$ cat config.mk
export PLATFORM = sky130hd
export DESIGN_NAME = base64_stream_encoder_top
export DESIGN_NICKNAME = d
export VERILOG_FILES = /design/src/rtl/b64e_pkg.sv /design/src/rtl/b64e_front.sv /design/src/rtl/b64e_queue.sv /design/src/rtl/b64e_back.sv /design/src/rtl/base64_stream_encoder_top.sv
export SDC_FILE = /design/constraint.sdc
export NUM_CORES = 1
export LEC_CHECK = 0
export ABC_AREA = 1
export BUFFER_PORTS_ARGS = -buffer_cell sky130_fd_sc_hd__buf_2
export CORE_ASPECT_RATIO = 1.2
export CORE_UTILIZATION = 31
export CTS_CLUSTER_SIZE = 12
export DETAILED_ROUTE_END_ITERATION = 10
export MAX_ROUTING_LAYER = met4
export PLACE_DENSITY = 0.55
export SLEW_MARGIN = 30
export SYNTH_ARGS = -nofsm -noshare
export SYNTH_HDL_FRONTEND = slang
export SYNTH_HIERARCHICAL = 1
export SYNTH_SLANG_ARGS = --single-unit
$ cat constraint.sdc
create_clock -name clk -period 3 [get_ports clk]
set_input_delay 0.6 -clock clk [delete_from_list [all_inputs] [get_ports clk]]
set_output_delay 0.6 -clock clk [all_outputs]
set_load 0.05 [all_outputs]
$ cat src/rtl/b64e_pkg.sv
`default_nettype none
// ----------------------------------------------------------------------------
// b64e_pkg
// Shared types and constants for the base64 stream encoder.
// ----------------------------------------------------------------------------
package b64e_pkg;

	localparam logic [7:0] PAD_CHAR   = 8'h3D;
	localparam logic [7:0] PLUS_CHAR  = 8'h2B;
	localparam logic [7:0] SLASH_CHAR = 8'h2F;

	typedef struct packed {
		logic       pad;
		logic [5:0] idx;
	} sym_t;

	typedef struct packed {
		sym_t [3:0] syms;
		logic [1:0] cnt_m1;
		logic       last;
	} job_t;

	function automatic logic [7:0] sym_char(input logic [5:0] idx);
		logic [7:0] c;
		if (idx < 6'd26) begin
			c = 8'h41 + {2'b00, idx};
		end else if (idx < 6'd52) begin
			c = 8'h47 + {2'b00, idx};
		end else if (idx < 6'd62) begin
			c = {2'b00, idx} - 8'd4;
		end else if (idx == 6'd62) begin
			c = PLUS_CHAR;
		end else begin
			c = SLASH_CHAR;
		end
		return c;
	endfunction

	function automatic logic [7:0] out_char(input sym_t s);
		logic [7:0] c;
		if (s.pad) begin
			c = PAD_CHAR;
		end else begin
			c = sym_char(s.idx);
		end
		return c;
	endfunction

endpackage
`default_nettype wire

$ cat src/rtl/b64e_front.sv
`default_nettype none
// ----------------------------------------------------------------------------
// b64e_front
// Accepts bytes, tracks the group phase and builds one character job per byte.
// ----------------------------------------------------------------------------
module b64e_front (
	input  wire logic          clk,
	input  wire logic          arst_n,
	input  wire logic          in_valid,
	output logic               in_ready,
	input  wire logic [7:0]    data_byte,
	input  wire logic          last_byte,
	input  wire logic          q_full,
	output logic               push,
	output b64e_pkg::job_t     job
);

	typedef enum logic [1:0] {
		PH_FIRST  = 2'd0,
		PH_SECOND = 2'd1,
		PH_THIRD  = 2'd2
	} phase_t;

	phase_t     phase_q;
	logic [3:0] carry_q;
	phase_t     phase_d;
	logic [3:0] carry_d;

	assign in_ready = !q_full;
	assign push     = in_valid && in_ready;

	always_comb begin
		job        = '0;
		job.last   = last_byte;
		phase_d    = PH_FIRST;
		carry_d    = '0;
		unique case (phase_q)
			PH_SECOND: begin
				job.syms[0].idx = {carry_q[1:0], data_byte[7:4]};
				job.syms[1].idx = {data_byte[3:0], 2'b00};
				job.syms[2].pad = 1'b1;
				job.cnt_m1      = last_byte ? 2'd2 : 2'd0;
				phase_d         = PH_THIRD;
				carry_d         = data_byte[3:0];
			end
			PH_THIRD: begin
				job.syms[0].idx = {carry_q, data_byte[7:6]};
				job.syms[1].idx = data_byte[5:0];
				job.cnt_m1      = 2'd1;
			end
			default: begin
				job.syms[0].idx = data_byte[7:2];
				job.syms[1].idx = {data_byte[1:0], 4'b0000};
				job.syms[2].pad = 1'b1;
				job.syms[3].pad = 1'b1;
				job.cnt_m1      = last_byte ? 2'd3 : 2'd0;
				phase_d         = PH_SECOND;
				carry_d         = {2'b00, data_byte[1:0]};
			end
		endcase
		if (last_byte) begin
			phase_d = PH_FIRST;
			carry_d = '0;
		end
	end

	always_ff @(posedge clk or negedge arst_n) begin
		if (!arst_n) begin
			phase_q <= PH_FIRST;
			carry_q <= '0;
		end else if (push) begin
			phase_q <= phase_d;
			carry_q <= carry_d;
		end
	end

endmodule
`default_nettype wire

$ cat src/rtl/b64e_queue.sv
`default_nettype none
// ----------------------------------------------------------------------------
// b64e_queue
// Short job queue between the front and back parts.
// ----------------------------------------------------------------------------
module b64e_queue #(
	parameter int DEPTH = 2
) (
	input  wire logic          clk,
	input  wire logic          arst_n,
	input  wire logic          push,
	input  wire b64e_pkg::job_t wr_job,
	output logic               full,
	input  wire logic          pop,
	output logic               not_empty,
	output b64e_pkg::job_t     rd_job
);

	localparam int AW = (DEPTH > 1) ? $clog2(DEPTH) : 1;
	localparam int CW = $clog2(DEPTH + 1);
	localparam logic [AW-1:0] LAST_PTR = AW'(DEPTH - 1);
	localparam logic [CW-1:0] FULL_CNT = CW'(DEPTH);

	b64e_pkg::job_t mem_q [DEPTH];
	logic [AW-1:0]  wr_ptr_q;
	logic [AW-1:0]  rd_ptr_q;
	logic [CW-1:0]  cnt_q;

	assign full      = (cnt_q == FULL_CNT);
	assign not_empty = (cnt_q != '0);
	assign rd_job    = mem_q[rd_ptr_q];

	always_ff @(posedge clk) begin
		if (push) begin
			mem_q[wr_ptr_q] <= wr_job;
		end
	end

	always_ff @(posedge clk or negedge arst_n) begin
		if (!arst_n) begin
			wr_ptr_q <= '0;
			rd_ptr_q <= '0;
			cnt_q    <= '0;
		end else begin
			if (push) begin
				wr_ptr_q <= (wr_ptr_q == LAST_PTR) ? '0 : wr_ptr_q + 1'b1;
			end
			if (pop) begin
				rd_ptr_q <= (rd_ptr_q == LAST_PTR) ? '0 : rd_ptr_q + 1'b1;
			end
			if (push && !pop) begin
				cnt_q <= cnt_q + 1'b1;
			end else if (pop && !push) begin
				cnt_q <= cnt_q - 1'b1;
			end
		end
	end

endmodule
`default_nettype wire

$ cat src/rtl/b64e_back.sv
`default_nettype none
// ----------------------------------------------------------------------------
// b64e_back
// Walks the head job one character per cycle, while the output is not stalled, into the output register.
// ----------------------------------------------------------------------------
module b64e_back (
	input  wire logic           clk,
	input  wire logic           arst_n,
	input  wire logic           job_valid,
	input  wire b64e_pkg::job_t job,
	output logic                pop,
	output logic                out_valid,
	input  wire logic           out_ready,
	output logic [7:0]          out_char,
	output logic                end_of_text
);

	logic [1:0] sel_q;
	logic       out_valid_q;
	logic [7:0] out_char_q;
	logic       eot_q;
	logic       adv;
	logic       load;
	logic       at_end;

	assign adv         = !out_valid_q || out_ready;
	assign load        = adv && job_valid;
	assign at_end      = (sel_q == job.cnt_m1);
	assign pop         = load && at_end;
	assign out_valid   = out_valid_q;
	assign out_char    = out_char_q;
	assign end_of_text = eot_q;

	always_ff @(posedge clk) begin
		if (load) begin
			out_char_q <= b64e_pkg::out_char(job.syms[sel_q]);
			eot_q      <= job.last && at_end;
		end
	end

	always_ff @(posedge clk or negedge arst_n) begin
		if (!arst_n) begin
			sel_q       <= '0;
			out_valid_q <= 1'b0;
		end else if (load) begin
			out_valid_q <= 1'b1;
			sel_q       <= at_end ? 2'd0 : sel_q + 2'd1;
		end else if (adv) begin
			out_valid_q <= 1'b0;
		end
	end

endmodule
`default_nettype wire

$ cat src/rtl/base64_stream_encoder_top.sv
`default_nettype none
// ----------------------------------------------------------------------------
// base64_stream_encoder_top
// Streaming base64 encoder: raw bytes in, alphabet and pad characters out.
// ----------------------------------------------------------------------------
//  channel   dir  tdata           tlast
//  s_axis    in   data_byte[7:0]  last_byte
//  m_axis    out  out_char[7:0]   end_of_text
//
// a byte is taken in one cycle whenever the job queue has room
// characters leave one per cycle while m_axis is not stalled, from a registered output, 1 to 4 per byte
// sustained rate is set by the output port: 4 characters per 3 bytes
// reset clears group phase, queue and output valid flag
// output stalls fill the queue, then drop s_axis_tready
// ----------------------------------------------------------------------------
module base64_stream_encoder_top #(
	parameter int QUEUE_DEPTH = 2
) (
	input  wire logic       clk,
	input  wire logic       arst_n,
	input  wire logic       s_axis_tvalid,
	output logic            s_axis_tready,
	input  wire logic [7:0] s_axis_tdata,  // data_byte[7:0]
	input  wire logic       s_axis_tlast,
	output logic            m_axis_tvalid,
	input  wire logic       m_axis_tready,
	output logic [7:0]      m_axis_tdata,  // out_char[7:0]
	output logic            m_axis_tlast
);

	b64e_pkg::job_t wr_job;
	b64e_pkg::job_t rd_job;
	logic           push;
	logic           pop;
	logic           q_full;
	logic           q_not_empty;

	b64e_front u_front (
		.clk       (clk),
		.arst_n    (arst_n),
		.in_valid  (s_axis_tvalid),
		.in_ready  (s_axis_tready),
		.data_byte (s_axis_tdata),
		.last_byte (s_axis_tlast),
		.q_full    (q_full),
		.push      (push),
		.job       (wr_job)
	);

	b64e_queue #(
		.DEPTH (QUEUE_DEPTH)
	) u_queue (
		.clk       (clk),
		.arst_n    (arst_n),
		.push      (push),
		.wr_job    (wr_job),
		.full      (q_full),
		.pop       (pop),
		.not_empty (q_not_empty),
		.rd_job    (rd_job)
	);

	b64e_back u_back (
		.clk         (clk),
		.arst_n      (arst_n),
		.job_valid   (q_not_empty),
		.job         (rd_job),
		.pop         (pop),
		.out_valid   (m_axis_tvalid),
		.out_ready   (m_axis_tready),
		.out_char    (m_axis_tdata),
		.end_of_text (m_axis_tlast)
	);

endmodule
`default_nettype wire

==> results of run 1 <==
## cells in the final DEF (no fill, tap or decap), types with 2 or more instances in the layout
cell | Yosys | final
edfxtp_1 | 71 | 71
o21ai_0 | 8 | 8
nand2_4 | 9 | 9
o21ai_1 | 2 | 2
nand3_1 | 33 | 33
nor2_2 | 5 | 6
o211ai_1 | 2 | 2
mux2_2 | 2 | 2
mux2_4 | 29 | 29
dfrtp_1 | 13 | 12
nand2_1 | 120 | 120
inv_2 | 2 | 2
xnor2_1 | 4 | 4
nand2_2 | 12 | 12
ha_1 | 9 | 9
bufinv_16 | 0 | 2
clkbuf_8 | 0 | 2
inv_1 | 38 | 38
nand4_1 | 2 | 2
buf_12 | 4 | 2
clkbuf_16 | 0 | 9
nand3_4 | 2 | 2
buf_2 | 2 | 23
xor2_1 | 5 | 5
nor2_1 | 23 | 22
buf_4 | 16 | 3
conb_1 | 1 | 14
nor2_4 | 3 | 3
nand3_2 | 8 | 8
## worst max-delay path by stage
stage                     start                  end  slack (ns)
2_1_floorplan  u_queue/cnt_q[1]  u_queue/mem_q[0][0]        0.47
6_report       u_queue/rd_ptr_q   u_back/out_char[4]        0.50
4_1_cts         u_back/sel_q[0]   u_back/out_char[4]        0.50
3_5_place_dp    u_back/sel_q[0]   u_back/out_char[4]        0.51
5_1_grt         u_back/sel_q[0]   u_back/out_char[4]        0.34
3_3_place_gp    u_back/sel_q[0]   u_back/out_char[4]        0.52
## per-stage QoR
stage                     setup slack, ns   util
after floorplan                     0.469      -
after global placement              0.518  0.336
after detailed placement            0.506  0.336
after CTS                           0.503  0.359
after global routing                0.336  0.359
final                               0.501  0.359
## metal layers
| layer | wire [um] | vias up | global-route usage | part of all wire |
|---|---|---|---|---|
| li1 | - | 1453 | - | - |
| met1 | 3970 | 1377 | 0.140 | 0.47 |
| met2 | 4080 | 52 | 0.197 | 0.48 |
| met3 | 306 | 16 | 0.0376 | 0.036 |
| met4 | 164 | 0 | 0.0541 | 0.019 |
| met5 | 0 | - | - | 0 |
## cells by family (layout without fill, tap and decap cells)
family / Yosys count / count (layout) / share of synthesized area
AOI/OAI and AO/OA: 13 / 13 / 0.0149
xor gates and xnor gates: 9 / 9 / 0.0168
adders and majority gates: 9 / 9 / 0.0240
buffers and inverters: 68 / 85 / 0.0912
DFF: 84 / 84 / 0.524
muxes: 31 / 31 / 0.0976
other: 1 / 14 / 0.000799
and+or+nand+nor: 219 / 219 / 0.231
## area by class of cell
type / instances / area, sq um / area share
flip-flops and latches: 84 / 2460 / 0.470
multi-input cells: 295 / 1860 / 0.355
clock buffers: 12 / 256 / 0.0490
well taps: 200 / 250 / 0.0478
repair buffers: 28 / 178 / 0.0339
inverters: 41 / 161 / 0.0308
clock inverters: 4 / 72.6 / 0.0139
## sequential cells by signal (all words and copies together), names as in the netlist
signal,count
u_back/end_of_text,1
u_front/phase_q,2
u_back/out_valid,1
u_front/carry_q,4
u_queue/wr_ptr_q,1
u_back/sel_q,2
u_queue/mem_q,62
u_queue/rd_ptr_q,1
u_queue/cnt_q,2
u_back/out_char,8
## critical path, delay by kind of cell (launching register included)
kind / cells / cell delay (ns)
flip-flops: 1 / 0.57
AND/OR/NAND/NOR: 5 / 0.45
multiplexers: 1 / 0.35
AO/OA/AOI/OAI: 2 / 0.28
buffers and inverters: 2 / 0.26
adder cells (fa/ha/maj): 1 / 0.17
XOR/XNOR: 1 / 0.15
==> reports/metrics.csv, run 1 <==
stage,metric,value,unit
critical_path,cpMostUsedCell,nand2_1,
logic_synthesis,synthArstFlopShare,0.155,
critical_path,crit_path_cell_trace,buf_12 -> mux2_2 -> nand2_1 -> nand3_2 -> nand2_4 -> ha_1 -> inv_1 -> a21oi_1 -> xnor2_1 -> o21ai_1 -> nand2_1 -> nand3_1,
timing,drv_slew,0,
timing,skew,0.00801,ns
die,num_rows,48,
logic_synthesis,synth-edff-count,71,
logic_synthesis,seq_area_frac_synth,0.524,
grt,grt_usage,0.122,
logic_synthesis,syn_area,4690,sq um
logic_synthesis,synthCells,434,
critical_path,timing.rr.end,u_back/out_char[4],
placed_design,hpwl,6100,um
cts,cts_tree,done,
finish,drive_above_1_share,0.254,
critical_path,critPathSlowestCell,dfrtp_2,
timing,holdWs,0.144,ns
critical_path,worstReg2RegStart,u_queue/rd_ptr_q,
critical_path,critPathLaunchType,register,
timing,max_freq,400,MHz
timing,finalHoldViolations,0,
logic_synthesis,synth_area_per_cell,10.8,sq um
timing,finalSetupViolCount,0,
grt,grt_pass1_vias,2839,
run_status,outcome,"finished, final reports clean",
die,die_area,15600,sq um
cts,cts-resized-gates,0,
critical_path,worstSetupEndpointType,register,
die,coreArea,14600,sq um
detailed_routing,initialDrtViolationCount,116,
logic_synthesis,yosys-top-cells-count,"nand2_1, edfxtp_1, inv_1, nand3_1, mux2_4",
detailed_routing,vias,2898,
logic_synthesis,synth_top_area_share,0.455,
cts,cts_hold_buf,0,
die,die_h,137,um
detailed_routing,drt_first_pass_iters,4,
detailed_routing,drc,0,
flow_run,cap_violations,0,
placed_design,gp_congestion,0.870,
timing,fin_tns_setup,0,ns
detailed_routing,vias_per_cell,4.36,
critical_path,path_class,register to register,
detailed_routing,final_antenna_net_count,0,
cts,cts_setup_buffers,0,
timing,min_period,2.50,ns
detailed_routing,routed_wirelength,8530,um
detailed_routing,routedWlPerCell,12.8,um
critical_path,arrival,2.60,ns
logic_synthesis,ys_ff_latch,84,
grt,grt_pass1_wl,13800,um
timing,rsz0062_at_grt,no,
die,die_w,114,um
grt,antenna_found_initial,0,
critical_path,crit_fanout,12,
placed_design,place_inst,648,
logic_synthesis,synth_top_area_cell,edfxtp_1,
logic_synthesis,synth_warnings,6,
logic_synthesis,yosysMostFrequentCell,nand2_1,
cts,numCtsBuffers,9,
finish,fillCellCount,1439,
grt,grt_remaining_overflow,0,
die,pin_count,24,
critical_path,critPathRequiredTime,3.10,ns
finish,nNetsFinal,481,
cts,numClockSinks,84,
cts,clk_path_buf_depth,2,
die,start_util,0.321,
finish,antennaDiodeCount,0,
critical_path,r2r_cells,12,
logic_synthesis,ys_types,31,
cts,htree_levels,3,
logic_synthesis,synth_area_leaders,"edfxtp_1, nand2_1, mux2_4",
timing,worst_pin_slew,0.823,ns
finish,final_cell_count_no_fill,664,
logic_synthesis,synthFlopType,edfxtp_1,
timing,post-route-period-util,0.833,
finish,syn_to_final_growth,11.6,%
cts,clkLatencyLatePin,0.35,ns
critical_path,critPathMaxStageDelay,0.57,ns
cts,path_clk_slew,0.06,ns
grt,grt_max_degree,32,
placed_design,dpl_cell_area,4900,sq um
cts,cts_root_buf,clkbuf_16,
hold_path,worstHoldPathType,input pin to asynchronous set/reset pin,
timing,slew_headroom,0.452,
critical_path,r2r_setup_slack,0.50,ns
placed_design,io_buffers,23,
finish,fin_area,5230,sq um
Power of run 1 is left out: the tool's default activity adds up to more than one toggle a clock period on the data nets, which glitch-free logic cannot reach.
==> run 2: changes to the inputs <==
--- a/config.mk
+++ b/config.mk
@@ -5,14 +5,14 @@
 export SDC_FILE = /design/constraint.sdc
 export NUM_CORES = 1
 export LEC_CHECK = 0
-export ABC_AREA = 1
+export ABC_AREA = 0
 export BUFFER_PORTS_ARGS = -buffer_cell sky130_fd_sc_hd__buf_2
 export CORE_ASPECT_RATIO = 1.2
 export CORE_UTILIZATION = 31
 export CTS_CLUSTER_SIZE = 12
 export DETAILED_ROUTE_END_ITERATION = 10
 export MAX_ROUTING_LAYER = met4
-export PLACE_DENSITY = 0.55
+export PLACE_DENSITY = 0.57
 export SLEW_MARGIN = 30
 export SYNTH_ARGS = -nofsm -noshare
 export SYNTH_HDL_FRONTEND = slang
==> constraint.sdc (replaced) <==
create_clock -name clk -period 2.1 [get_ports clk]
set_input_delay 0.42 -clock clk [delete_from_list [all_inputs] [get_ports clk]]
set_output_delay 0.42 -clock clk [all_outputs]
set_load 0.05 [all_outputs]
==> reports/metrics.csv, run 2 <==
stage,metric,value,unit
logic_synthesis,synthArstFlopShare,0.155,
timing,finalHoldViolations,0,
die,start_util,0.321,
timing,drv_slew,0,
grt,grt_pass1_vias,2510,
finish,drive_above_1_share,0.358,
finish,final_common_cell,edfxtp_1,
finish,largest_register,u_queue/mem_q,
detailed_routing,vias,2469,
detailed_routing,drt_first_pass_iters,5,
timing,setup_slack,-0.570,ns
die,die_area,14300,sq um
timing,finalSetupViolCount,9,
logic_synthesis,synth-edff-count,71,
timing,max_freq,375,MHz
logic_synthesis,synth_warnings,6,
placed_design,io_buffers,23,
timing,min_period,2.67,ns
logic_synthesis,yosys-top-cells-count,"edfxtp_1, mux2_4, nand2_1, o21ai_0, buf_4",
detailed_routing,routedWlPerCell,14.0,um
detailed_routing,drc,0,
detailed_routing,final_antenna_net_count,0,
cts,htree_levels,3,
hold_path,worstHoldPathType,input pin to register,
die,die_h,131,um
logic_synthesis,ys_ff_latch,84,
cts,numClockSinks,84,
critical_path,path_class,register to register,
finish,nNetsFinal,375,
placed_design,gp_congestion,0.838,
finish,mostFrequentLayoutCells,"edfxtp_1, buf_4, mux2_4",
flow_run,cap_violations,0,
logic_synthesis,synth_top_area_share,0.498,
grt,grt_remaining_overflow,0,
logic_synthesis,synthCells,298,
die,num_rows,46,
critical_path,critPathRequiredTime,2.18,ns
critical_path,crit_fanout,15,
run_status,violations,setup timing,
critical_path,critPathLaunchType,register,
cts,cts_root_buf,clkbuf_16,
finish,final_core_util,0.381,
cts,path_clk_slew,0.06,ns
finish,syn_to_final_growth,18.9,%
cts,numCtsBuffers,9,
die,pin_count,24,
die,coreArea,13400,sq um
grt,grt_max_degree,32,
timing,skew,0.00550,ns
critical_path,worstSetupEndpointType,register,
run_status,outcome,"complete, but fails checks",
finish,largest_reg_flops,62,
cts,cts_tree,done,
cts,clk_path_buf_depth,2,
grt,antenna_found_initial,0,
detailed_routing,vias_per_cell,4.69,
logic_synthesis,synth_top_area_cell,edfxtp_1,
logic_synthesis,syn_area,4280,sq um
cts,clkLatencyLatePin,0.33,ns
logic_synthesis,yosysMostFrequentCell,edfxtp_1,
timing,post-route-period-util,1.27,
timing,rsz0062_at_grt,yes,
detailed_routing,routed_wirelength,7380,um
die,die_w,109,um
logic_synthesis,synthFlopType,edfxtp_1,
placed_design,hpwl,5250,um
grt,grt_pass1_wl,12100,um
critical_path,arrival,2.76,ns
finish,antennaDiodeCount,0,
grt,grt_usage,0.118,
logic_synthesis,seq_area_frac_synth,0.574,
detailed_routing,initialDrtViolationCount,165,
logic_synthesis,synth_area_per_cell,14.4,sq um
logic_synthesis,synth_area_leaders,"edfxtp_1, mux2_4, dfrtp_1",
logic_synthesis,ys_types,52,
-- run 2: cell types whose count changed in the layout (fill, tap and decap cells not counted), sizes merged, moves of 5 or more --
cell,delta
nand2,-125
buf,+30
inv,-27
nor2,-21
nand3,-39
mux4,+7
o21ai,+6
a22oi,+11
nand3b,+5
-- run 2: worst max-delay path, cell delays in order (launching register included) --
cell and delay, ns:
dfrtp_2 0.43, buf_12 0.17, mux2_4 0.29, mux4_2 0.56, ha_2 0.22, a21o_1 0.18
a21oi_4 0.24, o21ai_1 0.12, a31o_2 0.21
-- run 2: logic make-up after synthesis --
logic type / after synthesis / share of synthesized area
multiplexers: 40 / 0.151
AND/OR/NAND/NOR: 63 / 0.0815
adder cells (fa/ha/maj): 9 / 0.0263
other: 1 / 0.000876
XOR/XNOR: 7 / 0.0143
buffers and inverters: 42 / 0.0684
flip-flops: 84 / 0.574
AO/OA/AOI/OAI: 52 / 0.0836
-- run 2: worst paths after layout --
kind                                        from            endpoint  slack (ns)  cells after the start
worst max-delay path            u_queue/rd_ptr_q  u_back/out_char[5]       -0.57                      8
worst min-delay path               m_axis_tready    u_back/out_valid        0.36                      3
worst max register to register  u_queue/rd_ptr_q  u_back/out_char[5]       -0.57                      8
worst min register to register  u_queue/cnt_q[1]    u_queue/cnt_q[1]        0.48                      1
max in group asynchronous                 arst_n    u_queue/rd_ptr_q        1.32                      2
min in group asynchronous                 arst_n    u_queue/wr_ptr_q        0.52                      2
-- run 2: routing by layer --
layer  vias to the layer above  track usage  wire [um]
met2                        55        0.194       3810
met1                      1206        0.131       3080
li1                       1198            -          -
met4                         0       0.0604        142
met5                         -            -          0
met3                        10       0.0342        347
-- run 2: metrics by stage --
stage               instance area (sq um)  setup WS [ns]  std cells  hold slack [ns]  TNS [ns]
floorplan                            4370         -0.518        311            0.124     -3.44
global placement                     4750         -0.518        508            0.340     -3.85
detailed placement                   4750         -0.559        508            0.350     -4.08
CTS                                  5070         -0.546        526            0.347     -3.97
global route                         5090         -0.658        526            0.371     -4.86
finish                               5090         -0.570        526            0.358     -4.01
-- run 2: timing repair --
item,in CTS,in global routing
hold endpoints to repair,13,0
setup buffers,1,0
endpoints found under the setup margin,10,10
hold buffers,1,0
resized for setup,5,6
-- run 2: layout make-up --
type / instances / area [sq um]
Tap cell: 168 / 210
Fill cell: 1278 / 8260
Clock inverter: 5 / 51.3
Clock buffer: 11 / 243
Sequential cell: 84 / 2460
Multi-Input combinational cell: 185 / 1650
Inverter: 14 / 52.6
Timing Repair Buffer: 59 / 425
Power of run 2 is left out for the same reason.
==> run 3: changes to the inputs <==
--- a/config.mk
+++ b/config.mk
@@ -5,7 +5,7 @@
 export SDC_FILE = /design/constraint.sdc
 export NUM_CORES = 1
 export LEC_CHECK = 0
-export ABC_AREA = 0
+export ABC_AREA = 1
 export BUFFER_PORTS_ARGS = -buffer_cell sky130_fd_sc_hd__buf_2
 export CORE_ASPECT_RATIO = 1.2
 export CORE_UTILIZATION = 31
@@ -13,7 +13,6 @@
 export DETAILED_ROUTE_END_ITERATION = 10
 export MAX_ROUTING_LAYER = met4
 export PLACE_DENSITY = 0.57
-export SLEW_MARGIN = 30
 export SYNTH_ARGS = -nofsm -noshare
 export SYNTH_HDL_FRONTEND = slang
 export SYNTH_HIERARCHICAL = 1
==> reports/metrics.csv, run 3 (same netlist as run 1, synthesis figures left out) <==
stage,metric,value,unit
critical_path,r2r_setup_slack,-0.08,ns
critical_path,critPathRequiredTime,2.20,ns
cts,cts_root_buf,clkbuf_16,
critical_path,worstSetupEndpointType,register,
placed_design,hpwl,6270,um
hold_path,hp-start,s_axis_tlast,
detailed_routing,drc,0,
timing,holdWs,0.329,ns
finish,nNetsFinal,517,
die,pin_count,24,
placed_design,io_buffers,23,
die,coreArea,14600,sq um
timing,max_freq,459,MHz
critical_path,worstReg2RegStart,u_queue/rd_ptr_q,
die,num_rows,48,
placed_design,dpl_cell_area,5120,sq um
hold_path,min_to,u_queue/mem_q[1][0],
placed_design,gp_congestion,0.860,
critical_path,arrival,2.28,ns
detailed_routing,vias_per_cell,4.33,
finish,fin_area,5860,sq um
critical_path,timing.rr.end,u_back/out_char[2],
grt,grt_max_degree,32,
critical_path,r2r_cells,15,
timing,min_period,2.18,ns
detailed_routing,final_antenna_net_count,0,
cts,clk_path_buf_depth,2,
timing,skew,0.00720,ns
finish,final_common_cell,nand2_1,
detailed_routing,vias,3031,
run_status,violations,setup timing,
finish,drive_above_1_share,0.396,
finish,antennaDiodeCount,0,
finish,fillCellCount,1383,
detailed_routing,routed_wirelength,8930,um
timing,setup_slack,-0.0786,ns
detailed_routing,drt-met1-wl,3880,um
grt,grt_pass1_vias,3012,
cts,numCtsBuffers,9,
timing,rsz0062_at_grt,yes,
finish,final_cell_count_no_fill,700,
cts,path_clk_slew,0.06,ns
timing,finalHoldViolations,0,
critical_path,path_class,register to register,
detailed_routing,drt_first_pass_iters,4,
run_status,outcome,"complete, but fails checks",
grt,grt_pass1_wl,14300,um
cts,htree_levels,3,
detailed_routing,wl_met2,4610,um
die,die_h,137,um
critical_path,critPathLaunchType,register,
cts,clkLatencyLatePin,0.34,ns
cts,cts_tree,done,
timing,post-route-period-util,1.04,
placed_design,place_inst,670,
finish,mostFrequentLayoutCells,"nand2_1, edfxtp_1, buf_4",
finish,largest_register,u_queue/mem_q,
critical_path,crit_fanout,7,
grt,antenna_found_initial,0,
flow_run,cap_violations,0,
finish,syn_to_final_growth,24.8,%
die,die_w,114,um
detailed_routing,initialDrtViolationCount,140,
finish,largest_reg_flops,62,
die,die_area,15600,sq um
detailed_routing,top_layer,met4,
grt,grt_usage,0.126,
detailed_routing,dr_wl_met3,208,um
die,start_util,0.321,
timing,finalSetupViolCount,6,
hold_path,worstHoldPathCells,1,
timing,drv_slew,0,
cts,numClockSinks,84,
hold_path,worstHoldPathType,input pin to register,
grt,grt_remaining_overflow,0,
detailed_routing,routedWlPerCell,12.8,um
## run 3: cell count changes in the layout (fill, tap and decap cells not counted), sizes merged, moves of 5 or more
cell | previous run | this run
nand2 | 16 | 141
nand3 | 4 | 43
inv | 14 | 42
nor2 | 10 | 31
a22oi | 11 | 0
mux4 | 7 | 0
o21ai | 16 | 10
buf | 58 | 63
nand3b | 5 | 0
## run 3: repair_timing
action                                 CTS  global route
setup endpoints to repair                8            10
endpoints found under the hold margin   13             0
setup buffers                            6             6
gates cloned                             1             0
pin swaps                               26            19
hold buffers                             1             0
gates resized for setup                 47            20
## run 3: metal layers
metal  up-vias  global-route usage
li1       1542                   -
met1      1431               0.134
met2        43               0.221
met3        15              0.0270
met4         0              0.0620
met5         -                   -
## run 3: critical path: stages (launching register included)
cell and delay [ns]:
dfrtp_2 0.48, buf_12 0.17, mux2_4 0.31, inv_2 0.06
nand2_2 0.06, nand3_4 0.10, nand2_4 0.08, ha_4 0.19
inv_4 0.07, nand2_4 0.06, nand2_4 0.10, nand2_8 0.08
nand2_2 0.06, inv_1 0.03, nand2_1 0.05, nand2_1 0.04
## run 3: layout make-up
| type | count | area [sq um] | area share |
|---|---|---|---|
| Clock inverter | 7 | 98.8 | 0.0169 |
| Sequential cell | 84 | 2460 | 0.420 |
| Multi-Input combinational cell | 295 | 2130 | 0.363 |
| Tap cell | 200 | 250 | 0.0427 |
| Inverter | 41 | 168 | 0.0286 |
| Timing Repair Buffer | 64 | 528 | 0.0902 |
| Clock buffer | 9 | 225 | 0.0385 |
## run 3: worst max-delay path by stage
stage	start	end	slack [ns]	cells past startpoint
floorplan	u_queue/rd_ptr_q	u_back/out_char[4]	-0.005	13
global placement	u_queue/rd_ptr_q	u_back/out_char[1]	-0.14	13
detailed placement	u_queue/rd_ptr_q	u_back/out_char[2]	-0.16	15
CTS	u_queue/rd_ptr_q	u_back/out_char[4]	-0.08	12
global route	u_queue/rd_ptr_q	u_back/out_char[2]	-0.16	14
finish	u_queue/rd_ptr_q	u_back/out_char[2]	-0.08	15
## run 3: metrics by stage
step | setup TNS [ns] | utilization | worst slack [ns]
2_1_floorplan | -0.0106 | - | -0.00537
3_3_place_gp | -0.515 | 0.351 | -0.138
3_5_place_dp | -0.737 | 0.351 | -0.156
4_1_cts | -0.274 | 0.391 | -0.0807
5_1_grt | -0.952 | 0.401 | -0.158
6_report | -0.277 | 0.401 | -0.0786
Power of run 3 is left out for the same reason.
